## config.mk

```make
export PLATFORM = sky130hd
export DESIGN_NAME = maze_run_length_expander_unit
export DESIGN_NICKNAME = d
export VERILOG_FILES = /design/src/design/mre_pkg.sv /design/src/design/mre_cell_step.sv /design/src/design/maze_run_length_expander_unit.sv
export SDC_FILE = /design/constraint.sdc
export NUM_CORES = 1
export LEC_CHECK = 0
export BUFFER_PORTS_ARGS = -buffer_cell sky130_fd_sc_hd__buf_2
export CORE_MARGIN = 5
export CORE_UTILIZATION = 43
export DETAILED_ROUTE_END_ITERATION = 8
export SLEW_MARGIN = 20
export SYNTH_ARGS = -nofsm -noshare
export SYNTH_HDL_FRONTEND = slang
export SYNTH_SLANG_ARGS = --single-unit
```

## constraint.sdc

```tcl
create_clock -name clk -period 8.3 [get_ports clk]
set_clock_uncertainty 0.05 [all_clocks]
set_input_delay 0.83 -clock clk [delete_from_list [all_inputs] [get_ports clk]]
set_output_delay 0.83 -clock clk [all_outputs]
set_load 0.01 [all_outputs]
```

## src/design/mre_pkg.sv

```systemverilog
`timescale 1ns / 1ps
// ----------------------------------------------------------------------------
// mre_pkg
// shared types and constants for the maze run-length expander
// ----------------------------------------------------------------------------
package mre_pkg;

  localparam int COL_W = 11;
  localparam int ROW_W = 16;
  localparam int SYM_W = 8;
  localparam int RUN_W = 6;
  localparam int IDX_W = 3;
  localparam int DAT_W = 16;

  localparam logic [COL_W-1:0] MAX_COLUMNS = 11'd1024;
  localparam logic [ROW_W-1:0] ROW_MAX     = 16'hFFFF;

  localparam logic [SYM_W-1:0] SYM_WALL = 8'h58;  // 'X'
  localparam logic [SYM_W-1:0] SYM_PATH = 8'h20;  // ' '

  // register indexes of the configuration port
  localparam logic [IDX_W-1:0] REG_COLUMNS      = 3'd0;
  localparam logic [IDX_W-1:0] REG_START_COLUMN = 3'd1;
  localparam logic [IDX_W-1:0] REG_START_ROW    = 3'd2;
  localparam logic [IDX_W-1:0] REG_END_COLUMN   = 3'd3;
  localparam logic [IDX_W-1:0] REG_END_ROW      = 3'd4;

  typedef enum logic [2:0] {
    CELL_WALL  = 3'd0,
    CELL_PATH  = 3'd1,
    CELL_START = 3'd2,
    CELL_END   = 3'd3,
    CELL_NONE  = 3'd4
  } cell_res_t;

  typedef enum logic {
    ST_IDLE,
    ST_RUN
  } state_t;

  typedef struct packed {
    logic [COL_W-1:0] columns;
    logic [COL_W-1:0] start_column;
    logic [ROW_W-1:0] start_row;
    logic [COL_W-1:0] end_column;
    logic [ROW_W-1:0] end_row;
  } cfg_regs_t;

  typedef struct packed {
    cell_res_t        code;
    logic             brk;
    logic [COL_W-1:0] column;
    logic [ROW_W-1:0] row;
  } cell_t;

endpackage

```

## src/design/mre_cell_step.sv

```systemverilog
`timescale 1ns / 1ps
// ----------------------------------------------------------------------------
// mre_cell_step
// advances the position by one cell and classifies that cell
// ----------------------------------------------------------------------------
module mre_cell_step
  import mre_pkg::*;
(
  input  cfg_regs_t        cfg,
  input  logic [COL_W-1:0] column,
  input  logic [ROW_W-1:0] row,
  input  logic [SYM_W-1:0] symbol,
  output cell_t            result
);

  logic [COL_W-1:0] width;
  logic             wrap;
  logic [COL_W-1:0] col_base;
  logic [ROW_W-1:0] row_new;
  logic [COL_W-1:0] col_new;

  // width of zero acts as one, anything above the maximum is clipped
  always_comb begin
    if (cfg.columns == '0) begin
      width = COL_W'(1);
    end else if (cfg.columns > MAX_COLUMNS) begin
      width = MAX_COLUMNS;
    end else begin
      width = cfg.columns;
    end
  end

  assign wrap     = (column >= width);
  assign col_base = wrap ? '0 : column;
  assign col_new  = col_base + COL_W'(1);
  assign row_new  = (wrap && (row != ROW_MAX)) ? row + ROW_W'(1) : row;

  always_comb begin
    result.brk    = wrap;
    result.column = col_new;
    result.row    = row_new;
    if (col_new == cfg.start_column && row_new == cfg.start_row) begin
      result.code = CELL_START;
    end else if (col_new == cfg.end_column && row_new == cfg.end_row) begin
      result.code = CELL_END;
    end else if (symbol == SYM_WALL) begin
      result.code = CELL_WALL;
    end else if (symbol == SYM_PATH) begin
      result.code = CELL_PATH;
    end else begin
      result.code = CELL_NONE;
    end
  end

endmodule

```

## src/design/maze_run_length_expander_unit.sv

```systemverilog
`timescale 1ns / 1ps
// ----------------------------------------------------------------------------
// maze_run_length_expander_unit
// expands run-length codewords of a maze picture into classified cells
// ----------------------------------------------------------------------------
// usage
//   input channel (in_*): one transaction is one codeword, a symbol byte and
//   a run length minus one. the block emits run_extra+1 cells on the output
//   channel (out_*), one transaction per cell, last_of_run on the final one.
//   configuration channel (cfg_*): always ready, register index 0..4 is
//   columns, start_column, start_row, end_column, end_row; other indexes are
//   dropped. write only while no codeword is in flight.
//   timing: the cell stepper produces one cell per cycle while the receiver
//   takes cells; the first cell of a codeword is registered in the output
//   register after acceptance, once the sequencer has entered its run state.
//   in_ready is low while a run is being expanded, so the next codeword is
//   taken only after the last cell of the current one has been stepped.
//   a stalled receiver simply holds the output register; the stepper waits
//   and no cell is dropped or repeated.
//   reset: position goes to column 0, row 1; registers take their defaults
//   (16 columns, no start, no end). no clearing pass is needed.
// ----------------------------------------------------------------------------
module maze_run_length_expander_unit
  import mre_pkg::*;
(
  input  logic             clk,
  input  logic             rst_n,
  // codeword input
  input  logic             in_valid,
  output logic             in_ready,
  input  logic [SYM_W-1:0] in_symbol,
  input  logic [RUN_W-1:0] in_run_extra,
  // cell output
  output logic             out_valid,
  input  logic             out_ready,
  output logic [2:0]       out_cell_res,
  output logic             out_line_break_before,
  output logic [COL_W-1:0] out_cell_column,
  output logic [ROW_W-1:0] out_cell_row,
  output logic             out_last_of_run,
  // configuration writes
  input  logic             cfg_valid,
  output logic             cfg_ready,
  input  logic [IDX_W-1:0] cfg_index,
  input  logic [DAT_W-1:0] cfg_data
);

  // configuration registers
  cfg_regs_t cfg_r;

  // sequencer and position state
  state_t           state_r, state_nxt;
  logic [COL_W-1:0] column_r;
  logic [ROW_W-1:0] row_r;
  logic [SYM_W-1:0] symbol_r;
  logic [RUN_W-1:0] remain_r;     // cells still to emit after the current one

  // output register
  logic  out_valid_r;
  cell_t out_cell_r;
  logic  out_last_r;

  cell_t step_cell;
  logic  in_fire;
  logic  step_go;

  assign cfg_ready = 1'b1;

  always_ff @(posedge clk) begin
    if (!rst_n) begin
      cfg_r.columns      <= COL_W'(16);
      cfg_r.start_column <= '0;
      cfg_r.start_row    <= '0;
      cfg_r.end_column   <= '0;
      cfg_r.end_row      <= '0;
    end else if (cfg_valid && cfg_ready) begin
      case (cfg_index)
        REG_COLUMNS:      cfg_r.columns      <= cfg_data[COL_W-1:0];
        REG_START_COLUMN: cfg_r.start_column <= cfg_data[COL_W-1:0];
        REG_START_ROW:    cfg_r.start_row    <= cfg_data[ROW_W-1:0];
        REG_END_COLUMN:   cfg_r.end_column   <= cfg_data[COL_W-1:0];
        REG_END_ROW:      cfg_r.end_row      <= cfg_data[ROW_W-1:0];
        default: ;  // unknown index, write dropped
      endcase
    end
  end

  // shared stepper: wrap, advance and classify one cell
  mre_cell_step u_step (
    .cfg    (cfg_r),
    .column (column_r),
    .row    (row_r),
    .symbol (symbol_r),
    .result (step_cell)
  );

  // a cell is produced when running and the output register is free or draining
  assign in_fire = in_valid && in_ready;

  always_comb begin
    state_nxt = state_r;
    in_ready  = 1'b0;
    step_go   = 1'b0;
    case (state_r)
      ST_IDLE: begin
        in_ready = 1'b1;
        if (in_valid) begin
          state_nxt = ST_RUN;
        end
      end
      ST_RUN: begin
        if (!out_valid_r || out_ready) begin
          step_go = 1'b1;
          if (remain_r == '0) begin
            state_nxt = ST_IDLE;
          end
        end
      end
      default: state_nxt = ST_IDLE;
    endcase
  end

  always_ff @(posedge clk) begin
    if (!rst_n) begin
      state_r <= ST_IDLE;
    end else begin
      state_r <= state_nxt;
    end
  end

  // position and run bookkeeping
  always_ff @(posedge clk) begin
    if (!rst_n) begin
      column_r <= '0;
      row_r    <= ROW_W'(1);
      remain_r <= '0;
    end else if (in_fire) begin
      remain_r <= in_run_extra;
    end else if (step_go) begin
      column_r <= step_cell.column;
      row_r    <= step_cell.row;
      remain_r <= remain_r - RUN_W'(1);
    end
  end

  // codeword symbol held for the whole run
  always_ff @(posedge clk) begin
    if (in_fire) begin
      symbol_r <= in_symbol;
    end
  end

  // output register
  always_ff @(posedge clk) begin
    if (!rst_n) begin
      out_valid_r <= 1'b0;
    end else if (step_go) begin
      out_valid_r <= 1'b1;
    end else if (out_ready) begin
      out_valid_r <= 1'b0;
    end
  end

  always_ff @(posedge clk) begin
    if (step_go) begin
      out_cell_r <= step_cell;
      out_last_r <= (remain_r == '0);
    end
  end

  assign out_valid             = out_valid_r;
  assign out_cell_res          = out_cell_r.code;
  assign out_line_break_before = out_cell_r.brk;
  assign out_cell_column       = out_cell_r.column;
  assign out_cell_row          = out_cell_r.row;
  assign out_last_of_run       = out_last_r;

endmodule
```

==> impl_metrics.json <==
{
  "status": "complete, no violations",
  "cts_tree": "built",
  "synth_warnings": 0,
  "antenna_found_initial": 0,
  "hold-path-endpoint": "cfg_r[62]",
  "place.gp.congestion": 0.916,
  "synth_cell_types": 89,
  "min_path_type": "reg2reg",
  "overflow": 0,
  "switchingPower_uw": 441,
  "die_x_microns": 146,
  "crit_type": "reg2reg",
  "dp_cells": 1159,
  "drc": 0,
  "end_kind": "flop",
  "maxSlewViolCount": 0,
  "finalHoldViolations": 0,
  "cts_root_buf": "clkbuf_16",
  "max_freq_ghz": 0.182,
  "dp_hpwl_mm": 16.5,
  "combPwrFrac_pct": 9.7,
  "drt-total-wl_mm": 22.6,
  "min_period_ps": 5490,
  "reg2reg_depth": 20,
  "yosysSeqAreaShare_pct": 40.0,
  "cp_max_fo": 17,
  "worstHoldStart": "cfg_r[62]",
  "ys_async_sr_fraction_pct": 0,
  "grt_pass1_wl_mm": 35.9,
  "clock_latency_ps": 430,
  "cp.required_ps": 8440,
  "start_kind": "flop",
  "avgSynthCellArea_sq_um": 8.75,
  "ff2ff_setup_slack_ps": 2810,
  "drt_iter0_drc": 661,
  "synth-edff-count": 40,
  "final_common_cell": "nand2_1",
  "cts_resized": 0,
  "h-tree-depth": 4,
  "synthCells": 914,
  "drtPass1Iterations": 5,
  "drt-wirelength-per-cell_microns": 18.9,
  "cap_violations": 0,
  "ys_seq_elements": 140,
  "ctsLongestPathBuffers": 2,
  "core_area_sq_mm": 0.0181,
  "worst_pin_slew_ps": 970,
  "power.internal_uw": 1250,
  "power.leakage_uw": 0.00331,
  "drive_gt1_share_pct": 14.2,
  "ys.flop_type": "dfxtp_1",
  "min_path_cells": 2,
  "fillers": 1780,
  "power_frac_seq_pct": 44.6,
  "cts.sink_count": 140,
  "multi_input_comb_area_sq_mm": 0.00445,
  "nNetsFinal": 1002,
  "diodes": 0,
  "numCtsBuffers": 17,
  "cts.hold.buffers_added": 0,
  "via_per_inst": 5.75,
  "seqCellArea_sq_mm": 0.00320,
  "rows": 49,
  "start_util_pct": 44.1,
  "rsz0062_at_grt": "false",
  "finalCritPeriodShare_pct": 66.2,
  "swShare_pct": 26.1,
  "r2r_end": "out_cell_res[0]",
  "fin_cells": 1191,
  "syn_nets": 967,
  "p_per_area_mw_per_mm2": 188,
  "grt_start_max_net_pins": 101,
  "track_usage_pct": 21.2,
  "dieHeight_microns": 146,
  "area_delta_synth_final_pct": 12.3,
  "ant_nets": 0,
  "port_buffers": 71,
  "cts_setup_buffers": 0,
  "setup_viol": 0,
  "peakVddDrop_uv": 149,
  "pwr-share-clk_pct": 45.6,
  "timing.slew.headroom_pct": 35.2,
  "r2r-start": "cfg_r[59]",
  "critPathArrivalTime_ps": 5630,
  "fin_setup_tns_ps": 0,
  "clkTransAtPathRegs_ps": 60,
  "syn_area_sq_mm": 0.00800,
  "dieArea_sq_mm": 0.0214,
  "layout.cells.most_common_list": "nand2_1 (198), dfxtp_1 (100), a21boi_0 (79), buf_2 (71)",
  "vias": 6853,
  "pin_count": 73,
  "grt_pass1_vias": 6438
}
-- synth_stat cells (5+ instances only) --
library cell	instances	share of area (%)
o21ai_0	18	1.1
ha_1	15	2.3
nor3_1	11	0.69
a21o_1	5	0.47
inv_1	20	0.94
a21oi_1	17	1.1
and4_1	7	0.77
mux2i_1	7	0.88
clkbuf_1	31	1.5
a31oi_1	7	0.55
xnor2_1	42	4.6
a211oi_1	7	0.66
o221ai_1	5	0.55
nand2_1	198	9.3
a311oi_1	6	0.66
dfxtp_1	100	25
edfxtp_1	40	15
nand2b_1	10	0.78
buf_2	20	1.3
and3_1	17	1.3
nand3_1	32	2.0
and2_1	13	1.0
nor2b_1	7	0.55
nor4_1	5	0.39
or3_1	6	0.47
nor2_1	42	2.0
o211a_1	6	0.75
xor2_1	31	3.4
nand4_1	8	0.63
a21boi_0	79	7.4
-- registers in the layout, indices dropped and copies added (netlist names), 3 cells and up --
signal           flops
column_r            11
row_r               16
symbol_r             8
out_cell_row        16
out_cell_column     11
cfg_r               65
out_cell_res         3
remain_r             6
-- how the worst max path moves through the flow --
stage                    from              end  slack, ps  cells after the start
global route        cfg_r[59]  out_cell_res[0]       2350                     20
finish              cfg_r[59]  out_cell_res[0]       2810                     20
detailed placement  cfg_r[59]  out_cell_res[0]       2850                     20
floorplan           cfg_r[59]  out_cell_res[0]       3530                     22
global placement    cfg_r[64]  out_cell_res[0]       2990                     17
CTS                 cfg_r[59]  out_cell_res[0]       2830                     20
-- critical path, cell delays in order, from the launching register on --
cell and delay, ps:
dfxtp_1 330, nor4_1 300, a31oi_1 130, nor2_1 100, ha_1 230, nand2b_1 150, a31oi_2 290, o221ai_4 270
nor2_4 270, inv_2 200, nor2_1 260, ha_1 390, nand4_1 250, or4_1 590, and2_4 200, nor3_4 160
a311o_1 200, o2111ai_1 110, nor4b_1 350, nand4_1 210, and2_1 190
-- power by group through the flow --
stage / Sequential, uW / Combinational [uW] / Clock [uW]
after floorplan: 767 / 105 / 0
after detailed placement: 768 / 165 / 0
after global placement: 768 / 164 / 0
final: 753 / 164 / 770
after CTS: 753 / 165 / 780
after global routing: 756 / 182 / 814
-- kinds of logic (layout without fill, tap and decap cells) --
logic type / after synthesis / count (layout) / synth area share, %
simple gates: 388 / 388 / 23.8
other cells: 1 / 1 / 0.0469
compound gates: 206 / 206 / 20.0
flops: 140 / 140 / 40.0
xor+xnor: 74 / 74 / 8.27
fa+ha+maj: 15 / 15 / 2.35
buf+inv: 81 / 129 / 4.39
mux: 9 / 9 / 1.16
-- final cells by class --
class                      instances  share of cell area [%]
clock inverter                    13                    1.70
inverter                          23                   0.961
tap                              229                    3.19
multi-input combinational        693                    49.5
sequential                       140                    35.6
timing repair buffer              74                    4.21
clock buffer                      19                    4.82
-- per-stage QoR --
| step | power (uW) | utilization (%) | hold WS [ps] | setup WS (ps) | area [sq um] |
|---|---|---|---|---|---|
| after floorplan | 871 | - | 402 | 3530 | 8000 |
| after global placement | 932 | 46.3 | 420 | 2990 | 8400 |
| after detailed placement | 932 | 46.3 | 429 | 2850 | 8400 |
| after CTS | 1700 | 49.5 | 437 | 2830 | 8980 |
| after global routing | 1750 | 49.5 | 466 | 2350 | 8980 |
| final | 1690 | 49.5 | 436 | 2810 | 8980 |
-- metal layers --
metal,vias to the layer above,track usage (%),wire length (microns)
li1,3323,-,-
met1,3253,29.5,10300
met2,237,32.2,9990
met3,40,5.33,1780
met4,0,6.96,502
met5,-,0,0
No activity file was read; power rests on OpenSTA's default activity.
